File: src/hdl/pmbf_pkg.sv
// ----------------------------------------------------------------------------
// pmbf_pkg
// Shared types and constants for the pair membership bit filter.
// ----------------------------------------------------------------------------
package pmbf_pkg;

  localparam int TABLE_BYTES_DEF = 4096;

  localparam int NODE_W = 31;
  localparam int WORD_W = 32;
  localparam int BYTE_W = 8;
  localparam int CNT_W  = 32;

  // table_length register
  localparam int              LEN_W     = 13;
  localparam logic [LEN_W-1:0] LEN_RESET = 13'd4096;

  // hash multipliers
  localparam int MULT_BYTE = 113;
  localparam int MULT_BIT  = 37;

  // len / 113 by reciprocal; exact for every 13-bit len
  localparam int RECIP_113   = 9280;
  localparam int RECIP_W     = 14;
  localparam int RECIP_SHIFT = 20;
  localparam int Q_W         = 7;

  // modulo reducer: 2*RED_HALF compare/subtract steps, RED_HALF per cycle
  localparam int RED_HALF = 5;

  localparam int QUEUE_DEPTH = 2;

  typedef struct packed {
    logic [WORD_W-1:0] hi;
    logic [WORD_W-1:0] lo;
  } pmbf_item_t;

  typedef struct packed {
    logic       valid;
    pmbf_item_t item;
  } pmbf_push_t;

endpackage

File: src/hdl/pmbf_back.sv
// ----------------------------------------------------------------------------
// pmbf_back
// Hash and lookup engine: two Horner hashes over the eight pair bytes
// (byte hash through a shared modulo reducer, bit hash mod 8), then a
// read-modify-write of the bit store and the saturating collision count.
// Also runs the store clearing pass after reset.
// ----------------------------------------------------------------------------
module pmbf_back #(
  parameter int TABLE_BYTES = pmbf_pkg::TABLE_BYTES_DEF
) (
  input  logic                           clk,
  input  logic                           rst,
  input  logic [pmbf_pkg::LEN_W-1:0]     table_length,
  input  logic                           cfg_we,
  input  logic                           q_empty,
  input  pmbf_pkg::pmbf_item_t           q_item,
  output logic                           q_pop,
  output logic                           ram_wr_en,
  output logic [$clog2(TABLE_BYTES)-1:0] ram_wr_addr,
  output logic [pmbf_pkg::BYTE_W-1:0]    ram_wr_data,
  output logic                           ram_rd_en,
  output logic [$clog2(TABLE_BYTES)-1:0] ram_rd_addr,
  input  logic [pmbf_pkg::BYTE_W-1:0]    ram_rd_data,
  output logic                           clearing,
  output logic                           done,
  output logic                           already_present,
  output logic [pmbf_pkg::CNT_W-1:0]     collision_count
);
  import pmbf_pkg::*;

  localparam int AW  = $clog2(TABLE_BYTES);
  localparam int M_W = LEN_W + 1;
  localparam int V_W = M_W + 2 * RED_HALF - 1;
  localparam int P_W = LEN_W + RECIP_W;
  localparam int SR_W = 2 * WORD_W;
  localparam logic [31:0]   TB32      = 32'(TABLE_BYTES);
  localparam logic [AW-1:0] LAST_ADDR = AW'(TABLE_BYTES - 1);
  localparam logic [2:0]    BIT_MULT  = 3'(MULT_BIT % 8);

  // byte hash steps (8 pair bytes), offset steps (bytes of 0xFFFFFF00)
  localparam logic [2:0] H_LAST    = 3'd7;
  localparam logic [2:0] C_LAST    = 3'd3;
  localparam logic [2:0] C_ZERO_AT = 3'd2;

  localparam logic [2:0] S_CLEAR = 3'd0;
  localparam logic [2:0] S_IDLE  = 3'd1;
  localparam logic [2:0] S_SETUP = 3'd2;
  localparam logic [2:0] S_DIV   = 3'd3;
  localparam logic [2:0] S_RED   = 3'd4;
  localparam logic [2:0] S_READ  = 3'd5;
  localparam logic [2:0] S_CHECK = 3'd6;

  logic [2:0]       state;
  logic [AW-1:0]    clr_addr;
  logic             off_valid;
  logic [LEN_W-1:0] len;
  logic [Q_W-1:0]   quot;
  logic [M_W-1:0]   modulus;
  logic [M_W-1:0]   offset;
  logic [V_W-1:0]   v;
  logic             phase;
  logic             off_mode;
  logic [2:0]       step;
  logic [SR_W-1:0]  sr;
  logic [2:0]       bit_acc;
  logic [AW-1:0]    addr;
  logic [CNT_W-1:0] hits;

  logic [LEN_W-1:0] len_eff;
  logic [P_W-1:0]   prod;
  logic             div_hit;
  logic [V_W-1:0]   v_upper;
  logic [M_W-1:0]   red;
  logic             present;
  logic [CNT_W-1:0] hits_next;
  logic [BYTE_W-1:0] mask;

  // v < 2^(2*RED_HALF) * md on entry; each half strips RED_HALF bits
  function automatic logic [V_W-1:0] red_half(input logic [V_W-1:0] val,
                                              input logic [M_W-1:0] md,
                                              input logic           upper);
    logic [V_W-1:0] r;
    logic [V_W-1:0] sm;
    r = val;
    for (int j = 0; j < RED_HALF; j++) begin
      sm = V_W'(md) << (upper ? (2 * RED_HALF - 1 - j) : (RED_HALF - 1 - j));
      if (r >= sm) begin
        r = r - sm;
      end
    end
    return r;
  endfunction

  // sign-extended byte = 0xFFFFFF00 + b when negative, so add the offset
  function automatic logic [V_W-1:0] raw_hash(input logic [M_W-1:0]    acc,
                                              input logic [BYTE_W-1:0] b,
                                              input logic [M_W-1:0]    off);
    return V_W'(acc) * V_W'(MULT_BYTE) + V_W'(b)
           + (b[BYTE_W-1] ? V_W'(off) : V_W'(0));
  endfunction

  function automatic logic [V_W-1:0] raw_radix(input logic [M_W-1:0]    acc,
                                               input logic [BYTE_W-1:0] b);
    return (V_W'(acc) << BYTE_W) + V_W'(b);
  endfunction

  // bit hash modulus is 8 (37 and 8 do not divide), low 3 bits suffice
  function automatic logic [2:0] bit_step(input logic [2:0]        acc,
                                          input logic [BYTE_W-1:0] b);
    return 3'(acc * BIT_MULT) + b[2:0];
  endfunction

  always_comb begin
    if (table_length == '0) begin
      len_eff = LEN_W'(1);
    end else if (32'(table_length) > TB32) begin
      len_eff = LEN_W'(TABLE_BYTES);
    end else begin
      len_eff = table_length;
    end
  end

  assign prod    = P_W'(len_eff) * P_W'(RECIP_113);
  assign div_hit = (M_W'(quot) * M_W'(MULT_BYTE) == M_W'(len)) || (len == LEN_W'(1));
  assign v_upper = red_half(v, modulus, 1'b1);
  assign red     = M_W'(red_half(v, modulus, 1'b0));

  assign present   = ram_rd_data[bit_acc];
  assign hits_next = (present && hits != '1) ? hits + CNT_W'(1) : hits;
  assign mask      = BYTE_W'(1) << bit_acc;

  assign clearing    = state == S_CLEAR;
  assign q_pop       = (state == S_IDLE) && !q_empty;
  assign ram_rd_en   = state == S_READ;
  assign ram_rd_addr = addr;
  assign ram_wr_en   = clearing || (state == S_CHECK && !present);
  assign ram_wr_addr = clearing ? clr_addr : addr;
  assign ram_wr_data = clearing ? '0 : (ram_rd_data | mask);

  always_ff @(posedge clk) begin
    if (rst) begin
      state     <= S_CLEAR;
      clr_addr  <= '0;
      off_valid <= 1'b0;
      hits      <= '0;
      done      <= 1'b0;
    end else begin
      done <= 1'b0;
      unique case (state)
        S_CLEAR: begin
          clr_addr <= clr_addr + AW'(1);
          if (clr_addr == LAST_ADDR) begin
            state <= S_IDLE;
          end
        end
        S_IDLE: begin
          if (!q_empty) begin
            if (off_valid) begin
              sr       <= {8'd0, q_item.lo, q_item.hi[WORD_W-1:BYTE_W]};
              v        <= raw_hash('0, q_item.hi[BYTE_W-1:0], offset);
              bit_acc  <= bit_step('0, q_item.hi[BYTE_W-1:0]);
              step     <= '0;
              off_mode <= 1'b0;
              phase    <= 1'b0;
              state    <= S_RED;
            end else begin
              sr    <= {q_item.lo, q_item.hi};
              state <= S_SETUP;
            end
          end
        end
        S_SETUP: begin
          len   <= len_eff;
          quot  <= prod[RECIP_SHIFT +: Q_W];
          state <= S_DIV;
        end
        S_DIV: begin
          // modulus bumps by one when len and 113 divide one another
          modulus  <= M_W'(len) + M_W'(div_hit);
          v        <= raw_radix('0, 8'hFF);
          step     <= '0;
          off_mode <= 1'b1;
          phase    <= 1'b0;
          state    <= S_RED;
        end
        S_RED: begin
          if (!phase) begin
            v     <= v_upper;
            phase <= 1'b1;
          end else begin
            phase <= 1'b0;
            if (off_mode) begin
              if (step == C_LAST) begin
                offset    <= red;
                off_valid <= 1'b1;
                off_mode  <= 1'b0;
                v         <= raw_hash('0, sr[BYTE_W-1:0], red);
                bit_acc   <= bit_step('0, sr[BYTE_W-1:0]);
                sr        <= sr >> BYTE_W;
                step      <= '0;
              end else begin
                v    <= raw_radix(red, (step == C_ZERO_AT) ? 8'h00 : 8'hFF);
                step <= step + 3'd1;
              end
            end else begin
              if (step == H_LAST) begin
                // reduced value can equal len only when modulus is len + 1
                addr  <= (red == M_W'(len)) ? '0 : AW'(red);
                state <= S_READ;
              end else begin
                v       <= raw_hash(red, sr[BYTE_W-1:0], offset);
                bit_acc <= bit_step(bit_acc, sr[BYTE_W-1:0]);
                sr      <= sr >> BYTE_W;
                step    <= step + 3'd1;
              end
            end
          end
        end
        S_READ: begin
          state <= S_CHECK;
        end
        S_CHECK: begin
          hits            <= hits_next;
          done            <= 1'b1;
          already_present <= present;
          collision_count <= hits_next;
          state           <= S_IDLE;
        end
        default: begin
          state <= S_IDLE;
        end
      endcase
      if (cfg_we) begin
        off_valid <= 1'b0;
      end
    end
  end

endmodule
File: config.mk
export PLATFORM = sky130hd
export DESIGN_NAME = pmbf_back
export DESIGN_NICKNAME = d
export VERILOG_FILES = /design/src/hdl/pmbf_pkg.sv /design/src/hdl/pmbf_back.sv
export SDC_FILE = /design/constraint.sdc
export NUM_CORES = 1
export LEC_CHECK = 0
export BUFFER_PORTS_ARGS = -buffer_cell sky130_fd_sc_hd__buf_2
export CORE_AREA = 2 2 277 279
export CTS_CLUSTER_SIZE = 14
export DETAILED_ROUTE_END_ITERATION = 8
export DIE_AREA = 0 0 279 281
export GPL_TIMING_DRIVEN = 1
export PLACE_DENSITY = 0.55
export SLEW_MARGIN = 25
export SYNTH_ARGS = -nofsm -noshare
export SYNTH_HDL_FRONTEND = slang
export SYNTH_SLANG_ARGS = --single-unit
File: constraint.sdc
create_clock -name clk -period 34.2 [get_ports clk]
set_input_delay 1.71 -clock clk [delete_from_list [all_inputs] [get_ports clk]]
set_output_delay 1.71 -clock clk [all_outputs]
set_load 0.01 [all_outputs]
# Word level (Yosys, flattened, before mapping)
# Index checks and enable logic that the tools add are counted.
# Widths: inputs -> output; s select.
# op_classes
n_mux,65
n_eq_ne,23
order_cmp,12
reduce_logical,25
add_sub_neg,20
mul,4
bitwise_logic,3
shifts,1
# op_table
op,n
$mux 64,6
$mux 23,15
$pmux 64 s2,1
$pmux 23 s3,1
$mux 14,4
$mux 3,18
$add 32x1->32 const B,1
$mux 32,1
$ne 32x32->1 const B,1
$add 8x14->15,2
$eq 14x13->1,2
$mux 13,2
$reduce_and 5->1,5
$add 22x14->23,1
$add 22x8->23,1
$ge 23x14->1,1
$ge 23x15->1,1
$ge 23x16->1,1
$ge 23x17->1,1
$ge 23x18->1,1
$ge 23x19->1,1
$ge 23x20->1,1
$ge 23x21->1,1
$ge 23x22->1,1
54 further kinds,83
# totals
in_bits,89
word_cells,171
register_bits,237
out_inout_bits,70

# Depth between registers and ports, before layout
# logic_depth
word_depth,17
ltp_mapped,97
ltp_nobuf,90

# Worst setup path before layout
# Ideal clock, no wire load.
# synth_timing
kind,flip-flop to flip-flop
from,reg modulus[1]
to,reg v[20] (data pin)
synth_period_minus_slack_ps,19362
setup_ps,256
t_arrival_ps,19105
stages_incl_launch_ff,93
path_buffers,8
t_required_ps,33944
setup_slack_ps,14838
cell_sequence,edfxtp_1 -> inv_1 -> ha_1 -> nor2b_1 -> o21bai_1 -> a211o_1 -> a311o_2 -> nand2_1 -> clkbuf_1 -> clkbuf_1 -> o21ai_0 -> ha_1 -> nor2b_1 -> o31a_1 -> o21ai_0 -> nand3_1 -> a211oi_1 -> o211ai_2 -> (+57 left out) -> fa_1 -> inv_1 -> ha_1 -> a21oi_1 -> o21bai_1 -> a21oi_1 -> o21bai_1 -> a21oi_1 -> o21bai_1 -> a21oi_1 -> o21bai_1 -> a21oi_1 -> o21bai_1 -> a221o_1 -> a21oi_1 -> xor2_1 -> a21oi_1 -> o22a_1
# synth_between
elab_chain_len,17
elab_cells_between_ends,39
classes_between,13 x add/sub; 1 x mul; 10 x order compare; 15 x mux
# synth_rtl
element,line,text
"start, declared",pmbf_back.sv:58,logic [M_W-1:0] modulus;
"start signal, assigned",pmbf_back.sv:179,modulus <= M_W'(len) + M_W'(div_hit);
$sub 23x18->23 or $ge 23x18->1 (tied branches),"pmbf_back.sv:88, pmbf_back.sv:87",
$mux 23,pmbf_back.sv:87,if (r >= sm) begin
$sub 23x17->23 or $ge 23x17->1 (tied branches),"pmbf_back.sv:88, pmbf_back.sv:87",
$mux 23,pmbf_back.sv:87,
$sub 23x16->23 or $ge 23x16->1 (tied branches),"pmbf_back.sv:88, pmbf_back.sv:87",
$mux 23,pmbf_back.sv:87,
$sub 23x15->23 or $ge 23x15->1 (tied branches),"pmbf_back.sv:88, pmbf_back.sv:87",
$mux 23,pmbf_back.sv:87,
(+2 left out),-,
net red[0],pmbf_back.sv:73,logic [M_W-1:0] red;
$mul 14x7->21,pmbf_back.sv:98,return V_W'(acc) * V_W'(MULT_BYTE) + V_W'(b)
$add 21x8->22,pmbf_back.sv:98,
$add 22x14->23,pmbf_back.sv:99,+ (b[BYTE_W-1] ? V_W'(off) : V_W'(0));
$mux 23,pmbf_back.sv:206,if (step == H_LAST) begin
$mux 23 (*),pmbf_back.sv:192,if (off_mode) begin
$mux 23 (*),pmbf_back.sv:187,if (!phase) begin
$pmux 23 s3 (*),pmbf_back.sv:149,unique case (state)
"end signal, assigned",pmbf_back.sv:188,v <= v_upper;
"end signal, assigned",pmbf_back.sv:197,"v <= raw_hash('0, sr[BYTE_W-1:0], red);"
"end signal, assigned",pmbf_back.sv:211,"v <= raw_hash(red, sr[BYTE_W-1:0], offset);"
"end, declared",pmbf_back.sv:60,logic [V_W-1:0] v;
# Mark *: on every way through the listed nets, which the timed path passes. The rest lies on a longest branch. The select of a mux whose other input is x is not followed.
# A chain may end at the register's enable or synchronous reset.

# Worst setup path after layout
# layout_timing
from,reg modulus[1]
to,reg v[21] (data pin)
# The elaborated chain is that of the path after synthesis.

==> flow_summary_export.csv <==
group,metric,value,unit
run_status,outcome,"finished clean",
synth,syn-num-nets,3530,
pwr,ir_drop,35.0,uV
route,top_layer_used,"met5",
route,wl_met1,35700,um
floorplanning,die_area,78400,um^2
final_layout,fillers,7737,
placement,pre_cts_ws,12.00,ns
clock_tree,clock_sinks,237,
critical_path,worst_r2r_path_depth,87,
clock_tree,root_buffer,"clkbuf_16",
sta,finalMaxSlewViolations,0,
global_route,gr-total-overflow,0,
sta,setup_tns,0,ns
sta,worst_pin_slew,0.965,ns
route,firstDrtPassIters,6,
route,route.detailed.drc,0,
global_route,grt_max_degree,115,
critical_path,cp_slowest_cell,"edfxtp_1",
critical_path,crit_path_end_kind,"flip-flop",
global_route,grt_pass1_vias,21700,
clock_tree,h-tree-depth,1,
route,vias,22600,
synth,yosysSeqAreaShare,25.3,%
clock_tree,clk_path_buf_depth,3,
synth,ys_types,100,
floorplanning,die_y,281,um
route,wl,77900,um
floorplanning,start_util,34.7,%
critical_path,crit_required,34.50,ns
placement,dp_hpwl,61200,um
final_layout,antenna_cells,0,
sta,fin_ws,11.90,ns
sta,slew_headroom,35.6,%
floorplanning,dieWidth,279,um
clock_tree,hold_buffers,0,
clock_tree,cts_resized,0,
synth,ys_ff_latch,237,
clock_tree,cts_buffers,28,
sta,rsz0062_at_grt,"no",
global_route,grt_pass1_wl,122000,um
route,wl_met3,3310,um
global_route,track_usage,19.4,%
synth,synth_top_flop_cell,"edfxtp_1",
sta,max_freq,44.8,MHz
critical_path,crit_type,"reg -> reg",
placement,gp_congestion,0.921,
floorplanning,core-area,75400,um^2
floorplanning,boundaryPins,159,
critical_path,cp_common_cell,"a21oi_1",
final_layout,nets,3645,
critical_path,crit_fanout,22,
route,dr_wl_met2,36300,um
route,drt_iter0_drc,1604,
synth,syn_inst,3075,
route,wl_per_cell,18.6,um
placement,placement.io_buffers,158,
global_route,antenna_found_initial,1,
route,antenna_left,0,
placement,place_area,28100,um^2
clock_tree,clkTransAtPathRegs,0.07,ns
route,vias_per_cell,5.41,
pwr,p_per_area,22.9,nW/um^2
flow_run,maxCapViolations,0,
final_layout,syn_to_final_growth,11.1,%
clock_tree,clock_latency,0.57,ns
clock_tree,cts_setup_buffers,0,
critical_path,worst_path_largest_cell_delay,0.76,ns
final_layout,drive_above_1_share,11.0,%
min_path,holdPathStages,2,
critical_path,arrival,22.60,ns
sta,finalCriticalPeriod,22.30,ns
clock_tree,cts_tree,"yes",
synth,synth-async-reset-ratio,0,%
min_path,hp-class,"reg -> reg",
pwr,power.leakage,0.0123,uW
floorplanning,core.rowCount,101,
sta,fin_skew,0.0261,ns
synth,syn_area,26200,um^2
sta,finalCritPeriodShare,65.2,%
synth,syn_area_per_cell,8.52,um^2
sta,final_hold_viol_count,0,
sta,report.final.setup_viol,0,
synth,ys.warnings.count,0,
final_layout,stdcell_area,29100,um^2
sta,whs,0.498,ns
critical_path,cp-start-kind,"flip-flop",
synth,synth_edf_count,188,
[final cells by class]
class                   count  area (um^2)  area share, %
well taps                 978         1220           4.20
clock buffers              34          808           2.77
multi-input cells        2501        18300           62.9
clock inverters            18          210          0.722
repair buffers            196         1090           3.74
flip-flops and latches    237         6630           22.8
inverters                 226          848           2.91
[final timing paths]
kind	from	to	slack (ns)
max	modulus[1]	v[21]	11.90
min	hits[17]	hits[17]	0.50
max reg2reg	modulus[1]	v[21]	11.90
min reg2reg	hits[17]	hits[17]	0.50
[Yosys cell counts (all sizes together) (9+ instances only)]
cell	count	share of area (%)
or4	15	0.47
buf	18	0.43
o21a	29	0.83
o211ai	23	0.68
a21o	60	1.7
a31oi	30	0.72
o31ai	19	0.54
ha	310	15
nand2	282	4.1
a21oi	193	3.7
nor2	261	3.8
o21ai	217	4.2
xor2	92	3.1
edfxtp	188	22
a211oi	9	0.26
a21boi	26	0.76
mux2i	78	3.0
or2	12	0.29
and2	46	1.1
fa	56	4.3
dfxtp	49	3.7
xnor2	153	5.1
mux2	44	1.9
nor4	26	0.67
clkbuf	93	1.3
nand2b	32	0.76
or3	34	0.85
and3	29	0.71
o31a	11	0.37
nand3	72	1.4
inv	224	3.2
nand4	54	1.3
o21bai	31	0.89
nor3	69	1.4
nor2b	52	1.2
[per-layer routing]
layer | vias up | track usage [%]
met4 | 2 | 6.05
met3 | 131 | 2.15
met5 | - | 0
li1 | 11300 | -
met2 | 530 | 32.6
met1 | 10600 | 26.1
[stage by stage]
step | power (uW) | cells | utilization, %
after detailed placement | 348 | 4137 | 37.2
after floorplan | 335 | 3075 | -
final | 668 | 4190 | 38.6
after global routing | 690 | 4190 | 38.6
after global placement | 347 | 4137 | 37.2
after CTS | 676 | 4189 | 38.6
[registers in the layout, summed over array words and instances, names as in the netlist, 3 cells and up]
name and cells:
state 3, ram_rd_addr 12, quot 7, hits 32, collision_count 32, modulus 14, v 23, sr 64
offset 14, bit_acc 3, step 3, len 13, clr_addr 12
[cells by family after synthesis]
logic type	count (synthesis)	synth area share [%]
and+or+nand+nor	999	18.5
xor gates and xnor gates	245	8.19
adders and majority gates	369	19.2
DFF	237	25.3
muxes	124	5.09
buffers and inverters	337	5.00
AOI/OAI and AO/OA	764	18.8
[layout by cell type (no fill, tap or decap), types with 9 or more instances in the layout]
| master | Yosys | routed |
|---|---|---|
| ha_1 | 310 | 310 |
| nand2_1 | 280 | 280 |
| nor2_1 | 258 | 254 |
| inv_1 | 221 | 221 |
| o21ai_0 | 211 | 211 |
| a21oi_1 | 192 | 192 |
| edfxtp_1 | 188 | 188 |
| buf_2 | 6 | 158 |
| xnor2_1 | 153 | 153 |
| xor2_1 | 92 | 92 |
| mux2i_1 | 77 | 77 |
| nand3_1 | 72 | 72 |
| nor3_1 | 66 | 63 |
| a21o_1 | 60 | 60 |
| fa_1 | 56 | 56 |
| nand4_1 | 54 | 54 |
| nor2b_1 | 52 | 52 |
| dfxtp_1 | 49 | 48 |
| and2_1 | 46 | 46 |
| mux2_2 | 44 | 44 |
| buf_4 | 2 | 37 |
| or3_1 | 32 | 32 |
| nand2b_1 | 32 | 32 |
| clkbuf_16 | 0 | 32 |
| o21bai_1 | 31 | 31 |
| a31oi_1 | 30 | 30 |
| o21a_1 | 29 | 29 |
| and3_1 | 28 | 28 |
| a21boi_0 | 23 | 23 |
| o211ai_1 | 22 | 22 |
| nor4_1 | 24 | 22 |
| o31ai_1 | 19 | 19 |
| or4_1 | 12 | 12 |
| or2_2 | 11 | 11 |
| o31a_1 | 11 | 11 |
| a211oi_1 | 9 | 9 |
[worst max-delay path: cells and delay by family (launching register included)]
family | cells | cell delay (ns)
AOI/OAI and AO/OA | 51 | 11.94
adders and majority gates | 10 | 3.53
xor gates and xnor gates | 1 | 0.18
and+or+nand+nor | 20 | 4.78
DFF | 1 | 0.76
buffers and inverters | 5 | 0.78
[where the power goes]
group          switching, uW  internal [uW]
clock network            128            199
registers              0.394            309
logic                   17.5           14.2
Power figures use the tool's default switching activity.
