## config.mk

```make
export PLATFORM = sky130hd
export DESIGN_NAME = pmbf_queue
export DESIGN_NICKNAME = d
export VERILOG_FILES = /design/src/hdl/pmbf_pkg.sv /design/src/hdl/pmbf_queue.sv
export SDC_FILE = /design/constraint.sdc
export NUM_CORES = 1
export LEC_CHECK = 0
export BUFFER_PORTS_ARGS = -buffer_cell sky130_fd_sc_hd__buf_2
export CAP_MARGIN = 30
export CORE_ASPECT_RATIO = 1.75
export CORE_MARGIN = 2
export CORE_UTILIZATION = 55
export DETAILED_ROUTE_END_ITERATION = 8
export PLACE_DENSITY = 0.92
export SLEW_MARGIN = 20
export SYNTH_ARGS = -nofsm -noshare
export SYNTH_HDL_FRONTEND = slang
export SYNTH_SLANG_ARGS = --single-unit
```

## constraint.sdc

```tcl
create_clock -name clk -period 5.1 [get_ports clk]
set_clock_uncertainty 0.05 [all_clocks]
set_input_delay 0.765 -clock clk [delete_from_list [all_inputs] [get_ports clk]]
set_output_delay 0.765 -clock clk [all_outputs]
set_load 0.02 [all_outputs]
```

## src/hdl/pmbf_pkg.sv

```systemverilog
// ----------------------------------------------------------------------------
// pmbf_pkg
// Shared types and constants for the pair membership bit filter.
// ----------------------------------------------------------------------------
package pmbf_pkg;

  localparam int TABLE_BYTES_DEF = 4096;

  localparam int NODE_W = 31;
  localparam int WORD_W = 32;
  localparam int BYTE_W = 8;
  localparam int CNT_W  = 32;

  // table_length register
  localparam int              LEN_W     = 13;
  localparam logic [LEN_W-1:0] LEN_RESET = 13'd4096;

  // hash multipliers
  localparam int MULT_BYTE = 113;
  localparam int MULT_BIT  = 37;

  // len / 113 by reciprocal; exact for every 13-bit len
  localparam int RECIP_113   = 9280;
  localparam int RECIP_W     = 14;
  localparam int RECIP_SHIFT = 20;
  localparam int Q_W         = 7;

  // modulo reducer: 2*RED_HALF compare/subtract steps, RED_HALF per cycle
  localparam int RED_HALF = 5;

  localparam int QUEUE_DEPTH = 2;

  typedef struct packed {
    logic [WORD_W-1:0] hi;
    logic [WORD_W-1:0] lo;
  } pmbf_item_t;

  typedef struct packed {
    logic       valid;
    pmbf_item_t item;
  } pmbf_push_t;

endpackage

```

## src/hdl/pmbf_queue.sv

```systemverilog
// ----------------------------------------------------------------------------
// pmbf_queue
// Short FIFO between request intake and the hash/lookup engine.
// ----------------------------------------------------------------------------
module pmbf_queue (
  input  logic                 clk,
  input  logic                 rst,
  input  pmbf_pkg::pmbf_push_t push,
  input  logic                 pop,
  output pmbf_pkg::pmbf_item_t item,
  output logic                 empty,
  output logic                 full
);
  import pmbf_pkg::*;

  localparam int PTR_W = (QUEUE_DEPTH > 1) ? $clog2(QUEUE_DEPTH) : 1;
  localparam int CNT_QW = $clog2(QUEUE_DEPTH + 1);
  localparam logic [PTR_W-1:0]  PTR_LAST = PTR_W'(QUEUE_DEPTH - 1);
  localparam logic [CNT_QW-1:0] CNT_FULL = CNT_QW'(QUEUE_DEPTH);

  pmbf_item_t        entries [QUEUE_DEPTH];
  logic [PTR_W-1:0]  wr_ptr;
  logic [PTR_W-1:0]  rd_ptr;
  logic [CNT_QW-1:0] count;
  logic              do_push;
  logic              do_pop;

  assign empty   = count == '0;
  assign full    = count == CNT_FULL;
  assign do_push = push.valid & ~full;
  assign do_pop  = pop & ~empty;
  assign item    = entries[rd_ptr];

  always_ff @(posedge clk) begin
    if (do_push) begin
      entries[wr_ptr] <= push.item;
    end
  end

  always_ff @(posedge clk) begin
    if (rst) begin
      wr_ptr <= '0;
      rd_ptr <= '0;
      count  <= '0;
    end else begin
      if (do_push) begin
        wr_ptr <= (wr_ptr == PTR_LAST) ? '0 : wr_ptr + PTR_W'(1);
      end
      if (do_pop) begin
        rd_ptr <= (rd_ptr == PTR_LAST) ? '0 : rd_ptr + PTR_W'(1);
      end
      if (do_push && !do_pop) begin
        count <= count + CNT_QW'(1);
      end else if (do_pop && !do_push) begin
        count <= count - CNT_QW'(1);
      end
    end
  end

endmodule

```

# Word-level counts from Yosys, hierarchy flattened

Memory sizes are Yosys's and may differ from the RTL's. A register that Yosys moved wholly into a read port is not among the register bits.
Cells that the tools add are included.

Input port bits: 68
Output and inout port bits: 66
RAM bits: 128
Bits in registers: 4
Word-level logic and storage cells: 27
Memories kept: 1

Equal/unequal tests: 1
Muxes and demuxes: 8
Reductions and logical operators: 6
Add/subtract/negate cells: 4
Bitwise gates (word level): 4

Memory list:

| name    | words | bits a word | rd ports | clocked after Yosys merged registers in | wr ports | RTL line         | source |
|---|---|---|---|---|---|---|---|
| entries | 2     | 64          | 1        | 1                                       | 1        | pmbf_queue.sv:21 | `pmbf_item_t entries [QUEUE_DEPTH];` |

Operators with widths:

| operator              | number |
|---|---|
| $mux W1               | 6 |
| $mux W2               | 2 |
| $add A1 B1 Y1 const B | 2 |
| $add A2 B1 Y2 const B | 1 |
| $and A1 B1 Y1         | 2 |
| $eq A2 B2 Y1 const B  | 1 |
| $logic_and A1 B1 Y1   | 2 |
| $logic_not A1 Y1      | 2 |
| $logic_not A2 Y1      | 1 |
| $not A1 Y1            | 2 |
| $reduce_bool A2 Y1    | 1 |
| $sub A2 B1 Y2 const B | 1 |

# Depth between registers and ports, before layout

Gate-level depths: netlist of run 1.

Depth in word-level cells: 7
Gate-level depth with buffers: 6
Gate-level depth less buffers: 6

# Least setup slack after synthesis of run 1

OpenSTA, ideal clock, no wires.

Path type: input-to-reg
Start point: input port push[64] (netlist name)
End point: memory entries[1][0] (netlist name), enable pin
Library setup time: 429 ps
Slack: 2160 ps
Data required time: 4621 ps
Cell stages on the path: 3
Buffers on the path: 0
Arrival: 2461 ps
Cell sequence: inv_1 > nor2_1 > and2_1

Cells in the longest elaborated chain, start to end: 3

Ends and longest elaborated chain:

| item                          | RTL line         | source |
|---|---|---|
| start, declared               | pmbf_queue.sv:8  | `input pmbf_pkg::pmbf_push_t push,` |
| $and A1 B1 Y1                 | pmbf_queue.sv:30 | `assign do_push = push.valid & ~full;` |
| via do_push                   | pmbf_queue.sv:25 | `logic do_push;` |
| $mux W1                       | pmbf_queue.sv:35 | `if (do_push) begin` |
| $mux W1 (implied by the code) | pmbf_queue.sv:36 | `entries[wr_ptr] <= push.item;` |
| end, declared                 | pmbf_queue.sv:21 |  |

The timed path passes the listed nets, and every way through them passes these cells.

==> flow_summary.ini, run 1 <==
[timing]
finalCritPeriodShare = 0.601
max_slew_margin = 0.478
finalSetupViolCount = 0
tightest_slew_ns = 0.782
final_max_slew_viol_count = 0
rsz0062_at_grt = no
fin_crit_ns = 3.06
fmax_mhz = 326
finalHoldViolations = 0
worst_slack_ns = 2.04
setup-tns-final_ns = 0

[yosys]
synth_area_leaders = edfxtp_1 80%, mux2_2 15%, dfxtp_1 2.1%
syn-instance-count = 224
synth.net_count = 293
syn-cell-area_um2 = 4830
ys_seq_area_frac = 0.816
synth_warnings = 0
synth_cell_types = 14
synth_top_area_share = 0.795
syn_area_per_cell_um2 = 21.6
synth_top_area_cell = edfxtp_1
ys_ff_latch = 133

[min_path]
hp-class = register to register
min_path_cells = 2

[final_layout]
syn_to_final_growth_pct = 27.5
fillers = 539
fin_cells = 502
final_cell_area_um2 = 6160
finalNetCount = 441
n_antenna_cell = 0
layout-drive-gt1-share = 0.608

[cts]
clock_latency_ns = 0.41
cts_made_buffers = 17
root_buffer = clkbuf_16
clk_pin_slew_ns = 0.06
cts_htree_levels = 4
postCtsHoldBufs = 0
cts.sinks = 133
cts_tree = built
cts_setup_buffers = 0
cts.repair.resized = 0
clock_path_buffers = 2

[route]
drt-initial-drc-count = 130
wirelength_um = 8570
vias_per_cell = 5.04
post_drt_wl_per_cell_um = 17.1
route.vias.total = 2530
drtAntennaViolNets = 0
dr.pass1.iters = 5
drc = 0

[power]
ir_drop_v = 0.000340
p_seq_frac = 0.432
leakagePower_nw = 2.33
combPwrFrac = 0.247
p_switching_uw = 967
p_int_mw = 2.38
power.density_nw_per_um2 = 542
power.share.clock = 0.321
swShare = 0.289
p_total_mw = 3.34

[global_routing]
grt_max_degree = 38
antenna_found_initial = 0
grtUsageTotal = 0.189
grt_pass1_wl_um = 12600
grt-ovfl-total = 0
grt_pass1_vias = 2669

[placed_design]
portBuffers = 133
place.gp.congestion = 0.778
placedInstanceArea_um2 = 5620
preCtsSetupSlack_ns = 2.28
post-dp-hpwl_um = 5820
dp_cells = 470

[die]
pin_count = 134
die-area_um2 = 9580
die_w_um = 74.9
die_h_um = 128
num_rows = 45
start_util = 0.561
core-area_um2 = 8610

[setup_path]
crit_fanout = 37
cp.arrival_ns = 2.25
rr_worst_depth = 4
endpoint_kind = output pin
worstPathRequired_ns = 4.28
path_class = register to output pin
startpoint_type = register

[run_status]
status = completed

[run]
max-cap-violations = 0
[worst max-delay path: stages (launching register included)]
cell	delay, ns
dfxtp_2	0.72
buf_4	0.53
mux2_2	0.40
buf_2	0.17
[layout by cell type, fill, tap and decap left out]
cell type / instances
dfxtp_2: 1
ha_1: 1
clkinv_2: 6
a21oi_1: 2
o21ai_0: 3
edfxtp_1: 128
and2_2: 1
mux2_2: 64
xor2_1: 3
clkbuf_8: 4
dfxtp_1: 4
clkbuf_1: 2
inv_1: 1
buf_4: 3
inv_2: 1
nor2b_2: 1
buf_2: 133
clkbuf_16: 17
nor2_1: 5
or3_1: 2
clkinvlp_4: 3
[Yosys cell counts]
library cell,count
mux2_2,64
and2_1,1
dfxtp_1,5
o21ai_0,3
nor2_1,5
or3_1,2
a21oi_1,2
edfxtp_1,128
ha_1,1
nor2b_2,1
inv_1,2
buf_4,6
buf_2,1
xor2_1,3
[power groups by stage]
stage	clock [mW]	sequential, mW	combinational, mW
after global placement	0	1.45	0.817
after floorplan	0	1.43	0.614
final	1.07	1.44	0.825
after CTS	1.09	1.45	0.839
after global routing	1.13	1.46	0.882
after detailed placement	0	1.47	0.834
[area by class of cell]
cell class	instances	area (µm²)	share of cell area
flip-flops and latches	133	3950	0.640
multi-input cells	82	832	0.135
well taps	117	146	0.0238
clock buffers	23	488	0.0792
inverters	2	7.51	0.00122
repair buffers	136	688	0.112
clock inverters	9	52.6	0.00853
[metal layers]
layer | wire length [µm] | track usage
met1 | 2950 | 0.180
met3 | 417 | 0.0708
met2 | 4940 | 0.333
met5 | 0 | 0
met4 | 267 | 0.107
[logic make-up after synthesis]
| logic type | count (synthesis) | synth area share |
|---|---|---|
| flip-flops | 133 | 0.816 |
| multiplexers | 64 | 0.149 |
| buffers and inverters | 9 | 0.0119 |
| AND/OR/NAND/NOR | 9 | 0.00958 |
| AO/OA/AOI/OAI | 5 | 0.00518 |
| XOR/XNOR | 3 | 0.00544 |
| adder cells (fa/ha/maj) | 1 | 0.00259 |
[through the flow]
step,util,hold WS [ns]
after floorplan,-,0.402
after global placement,0.652,0.422
after detailed placement,0.652,0.425
after CTS,0.715,0.433
after global routing,0.715,0.480
final,0.715,0.433
[registers in the layout, indices dropped and copies added, names as in the netlist, named ones only]
name	flops
rd_ptr	1
wr_ptr	1
entries	128
count	2
[path summary, 6_finish.rpt]
path	endpoint	startpoint	slack, ns
hold reg to reg	wr_ptr	wr_ptr	0.43
hold / removal	wr_ptr	wr_ptr	0.43
setup reg to reg	entries[0][61]	count[0]	2.76
setup / recovery	item[1]	register	2.04
Note: power is estimated with default switching activity, not from simulation.
==> run 2: changes to the inputs <==
--- a/config.mk
+++ b/config.mk
@@ -9,9 +9,9 @@
 export CAP_MARGIN = 30
 export CORE_ASPECT_RATIO = 1.75
 export CORE_MARGIN = 2
-export CORE_UTILIZATION = 55
+export CORE_UTILIZATION = 47
 export DETAILED_ROUTE_END_ITERATION = 8
-export PLACE_DENSITY = 0.92
+export PLACE_DENSITY = 0.85
 export SLEW_MARGIN = 20
 export SYNTH_ARGS = -nofsm -noshare
 export SYNTH_HDL_FRONTEND = slang
==> constraint.sdc (replaced) <==
create_clock -name clk -period 2.47 [get_ports clk]
set_clock_uncertainty 0.05 [all_clocks]
set_input_delay 0.3705 -clock clk [delete_from_list [all_inputs] [get_ports clk]]
set_output_delay 0.3705 -clock clk [all_outputs]
set_load 0.02 [all_outputs]
==> flow_summary.ini, run 2 (same netlist as run 1, synthesis figures left out) <==
[timing]
finalHoldViolations = 0
tightest_slew_ns = 0.463
fin_crit_ns = 2.14
hold_ws_ns = 0.0971
worst_slack_ns = 0.328
finalCritPeriodShare = 0.867
final_max_slew_viol_count = 0
rsz0062_at_grt = no
finalSetupViolCount = 0
setup-tns-final_ns = 0
max_slew_margin = 0.692
fmax_mhz = 467

[setup_path]
rrSetupSlack_ns = 0.64
cp.depth = 3
crit_fanout = 30
crit_family = flip-flops
worstPathRequired_ns = 2.05
cp_cell_sequence = buf_12 -> mux2_2 -> buf_2
path_buf_inv = 2
critPathMaxStageDelay_ns = 0.51
timing.rr.start = count[0]
path_class = register to output pin
cp.arrival_ns = 1.72
endpoint_kind = output pin
startpoint_type = register
slowest_stage = dfxtp_2
crit_end = item[48]
r2r-end = entries[0][42]
rr_worst_depth = 4

[final_layout]
top_register = entries
final_util = 0.621
largest_reg_flops = 128
mostFrequentLayoutCells = 133 x buf_2, 128 x edfxtp_1, 64 x mux2_2
final_common_cell = buf_2
layout-drive-gt1-share = 0.616
reg.largest.list = entries: 128 flops, count: 2 flops
finalNetCount = 444
syn_to_final_growth_pct = 30.0

[route]
post_drt_wl_per_cell_um = 17.2
route.vias.total = 2580
drt-initial-drc-count = 142
dr.pass1.iters = 4
vias_per_cell = 5.00
drc = 0
wirelength_um = 8860
drtAntennaViolNets = 0

[cts]
cts_tree = built
root_buffer = clkbuf_16
cts_setup_buffers = 0
clk_pin_slew_ns = 0.06
postCtsHoldBufs = 0
cts_made_buffers = 17
cts_htree_levels = 4
cts.sinks = 133
clock_latency_ns = 0.41
cts.repair.resized = 0
clock_path_buffers = 2

[placed_design]
post-dp-hpwl_um = 5950
place.gp.congestion = 0.709
preCtsSetupSlack_ns = 0.621
portBuffers = 133

[die]
core-area_um2 = 10100
die_w_um = 80.7
die-area_um2 = 11100
num_rows = 49
die_h_um = 138
start_util = 0.478
pin_count = 134

[power]
ir_drop_v = 0.000777
power.density_nw_per_um2 = 1140
p_total_mw = 7.18
leakagePower_nw = 2.36

[global_routing]
grt_max_degree = 51
antenna_found_initial = 3
grtUsageTotal = 0.173
grt_pass1_wl_um = 13700
grt_pass1_vias = 2810
grt-ovfl-total = 0

[run_status]
status = completed

[min_path]
hp-class = input pin to register

[run]
max-cap-violations = 0
==> run 2: cell types whose count changed in the layout (fill, tap and decap cells not counted), moves of 3 or more <==
cell / change
clkinvlp_4: +3
inv_6: +3
clkbuf_8: -4
clkinv_2: -3
buf_12: +3
==> run 2: worst min path at each step <==
stage,startpoint,to,cells past startpoint
3_5_place_dp,wr_ptr,wr_ptr,2
3_3_place_gp,wr_ptr,wr_ptr,2
6_report,push[5],entries[1][5],1
5_1_grt,push[18],entries[1][18],1
2_1_floorplan,rst,count[1],1
4_1_cts,push[44],entries[0][44],1
==> run 2: report_power, final <==
group / leakage (nW) / internal, mW / total [mW] / switching (mW)
combinational: 0.851 / 0.740 / 1.83 / 1.09
sequential: 1.24 / 2.84 / 2.95 / 0.107
clock: 0.272 / 1.49 / 2.41 / 0.924
==> run 2: per-stage QoR <==
stage                     std cells  cell area, µm²
after floorplan                 224            4840
after global placement          483            5700
after detailed placement        483            5700
after CTS                       515            6280
after global routing            515            6280
final                           516            6280
==> run 2: worst register-to-register path: stages, from the launching register on <==
cell and delay [ns]:
dfxtp_1 0.45, nor2b_2 0.10, or3_1 0.38, clkinvlp_4 0.10, buf_4 0.39
==> run 2: routing by layer <==
layer / GRT usage / routed length, µm / vias to the layer above
li1: - / - / 1196
met1: 0.166 / 3040 / 1277
met2: 0.305 / 5030 / 79
met3: 0.0522 / 465 / 24
met4: 0.112 / 300 / 4
met5: 0 / 26 / -
==> run 2: cell type report <==
class	instances	area, µm²
antenna	1	2.50
clock buffer	17	425
timing repair buffer	139	748
fill	737	3840
clock inverter	15	156
sequential	133	3950
multi-input combinational	82	832
inverter	2	11.3
tap	127	159
==> run 3: changes to the inputs <==
--- a/config.mk
+++ b/config.mk
@@ -8,10 +8,10 @@
 export BUFFER_PORTS_ARGS = -buffer_cell sky130_fd_sc_hd__buf_2
 export CAP_MARGIN = 30
 export CORE_ASPECT_RATIO = 1.75
-export CORE_MARGIN = 2
-export CORE_UTILIZATION = 47
+export CORE_MARGIN = 1
+export CORE_UTILIZATION = 55
 export DETAILED_ROUTE_END_ITERATION = 8
-export PLACE_DENSITY = 0.85
+export PLACE_DENSITY = 0.92
 export SLEW_MARGIN = 20
 export SYNTH_ARGS = -nofsm -noshare
 export SYNTH_HDL_FRONTEND = slang
==> constraint.sdc (replaced) <==
create_clock -name clk -period 2.5 [get_ports clk]
set_clock_uncertainty 0.05 [all_clocks]
set_input_delay 0.375 -clock clk [delete_from_list [all_inputs] [get_ports clk]]
set_output_delay 0.375 -clock clk [all_outputs]
set_load 0.02 [all_outputs]
==> flow_summary.ini, run 3 (same netlist as run 1, synthesis figures left out) <==
[final_layout]
fillers = 524
layout-drive-gt1-share = 0.603
finalNetCount = 444
largest_reg_flops = 128
reg.largest.list = entries: 128 flops, count: 2 flops
top_register = entries
final_common_cell = buf_2
n_antenna_cell = 0
mostFrequentLayoutCells = 133 x buf_2, 128 x edfxtp_1, 64 x mux2_2
final_cell_area_um2 = 6250
syn_to_final_growth_pct = 29.4

[setup_path]
crit_fanout = 40
worstPathRequired_ns = 2.08
rr_worst_depth = 4
startpoint_type = register
rrSetupSlack_ns = 0.70
cp.arrival_ns = 1.59
critPathMaxStageDelay_ns = 0.38
path_class = register to output pin
r2r-end = entries[0][63]
slowest_stage = mux2_2
endpoint_kind = output pin
timing.rr.start = count[0]
crit_end = item[28]
cp_cell_sequence = buf_12 -> mux2_2 -> buf_2

[timing]
fmax_mhz = 496
setup-tns-final_ns = 0
final_max_slew_viol_count = 0
tightest_slew_ns = 0.463
max_slew_margin = 0.691
finalHoldViolations = 0
rsz0062_at_grt = no
finalSetupViolCount = 0
finalCritPeriodShare = 0.807
fin_crit_ns = 2.02

[cts]
root_buffer = clkbuf_16
clock_path_buffers = 2
postCtsHoldBufs = 0
clk_pin_slew_ns = 0.05
cts_setup_buffers = 0
clock_latency_ns = 0.41
cts_htree_levels = 4
cts_tree = built
cts.repair.resized = 0
cts.sinks = 133
cts_made_buffers = 17

[placed_design]
post-dp-hpwl_um = 5780
portBuffers = 133
placedInstanceArea_um2 = 5680
place.gp.congestion = 0.744

[global_routing]
antenna_found_initial = 0
grt_max_degree = 41
grt_pass1_wl_um = 12900
grt_pass1_vias = 2691
grt-ovfl-total = 0
grtUsageTotal = 0.204

[min_path]
hp-class = input pin to register

[route]
wl_met2_um = 4890
post_drt_wl_per_cell_um = 17.0
drc = 0
drt-initial-drc-count = 82
route.met3.wl_um = 555
route.vias.total = 2543
top_layer_used = met4
m1WireLength_um = 2880
vias_per_cell = 5.06
drtAntennaViolNets = 0
wirelength_um = 8570
dr.pass1.iters = 4

[power]
power.share.clock = 0.335
combPwrFrac = 0.255
swShare = 0.281
p_seq_frac = 0.410
power.density_nw_per_um2 = 1130
p_int_mw = 5.08
ir_drop_v = 0.000862
leakagePower_nw = 2.37
p_switching_mw = 1.98

[die]
num_rows = 44
die_w_um = 72.9
pin_count = 134
die-area_um2 = 9180
start_util = 0.574
core-area_um2 = 8420
die_h_um = 126

[run_status]
status = completed

[run]
max-cap-violations = 0
## run 3: layout make-up
type                    count  area (µm²)  area share
clock buffers              19         433      0.0692
clock inverters            13         139      0.0222
inverters                   2        11.3     0.00180
multi-input cells          82         832       0.133
flip-flops and latches    133        3950       0.631
well taps                 115         144      0.0230
repair buffers            139         748       0.120
## run 3: worst min path at each step
stage | startpoint | to | slack [ns] | cells past startpoint
4_1_cts | push[17] | entries[1][17] | 0.08 | 1
3_3_place_gp | wr_ptr | wr_ptr | 0.43 | 2
6_report | push[17] | entries[1][17] | 0.10 | 1
3_5_place_dp | wr_ptr | wr_ptr | 0.43 | 2
2_1_floorplan | rst | count[1] | 0.39 | 1
5_1_grt | push[2] | entries[1][2] | 0.08 | 1
## run 3: critical path: cells and delay by family (launching register included)
family	cells	cell delay (ns)
buffers and inverters	2	0.39
DFF	1	0.37
muxes	1	0.38
## run 3: per-layer routing
layer | vias up | track usage
li1 | 1183 | -
met1 | 1243 | 0.197
met2 | 97 | 0.350
met4 | 0 | 0.112
met5 | - | 0
met3 | 20 | 0.0920
## run 3: power groups by stage
stage	clock network, mW	registers, mW	logic, mW
after CTS	2.41	2.90	1.83
after floorplan	0	2.91	1.26
after global placement	0	2.91	1.79
after detailed placement	0	2.94	1.81
final	2.37	2.90	1.80
after global routing	2.49	2.92	1.92
## run 3: per-stage QoR
stage	hold WS (ns)	worst slack [ns]	power [mW]	utilization	instances
3_5_place_dp	0.430	0.663	4.75	0.674	471
4_1_cts	0.0797	0.455	7.13	0.742	503
5_1_grt	0.0804	0.427	7.33	0.742	503
6_report	0.101	0.483	7.06	0.742	503
2_1_floorplan	0.394	0.278	4.16	-	224
3_3_place_gp	0.427	0.673	4.70	0.674	471
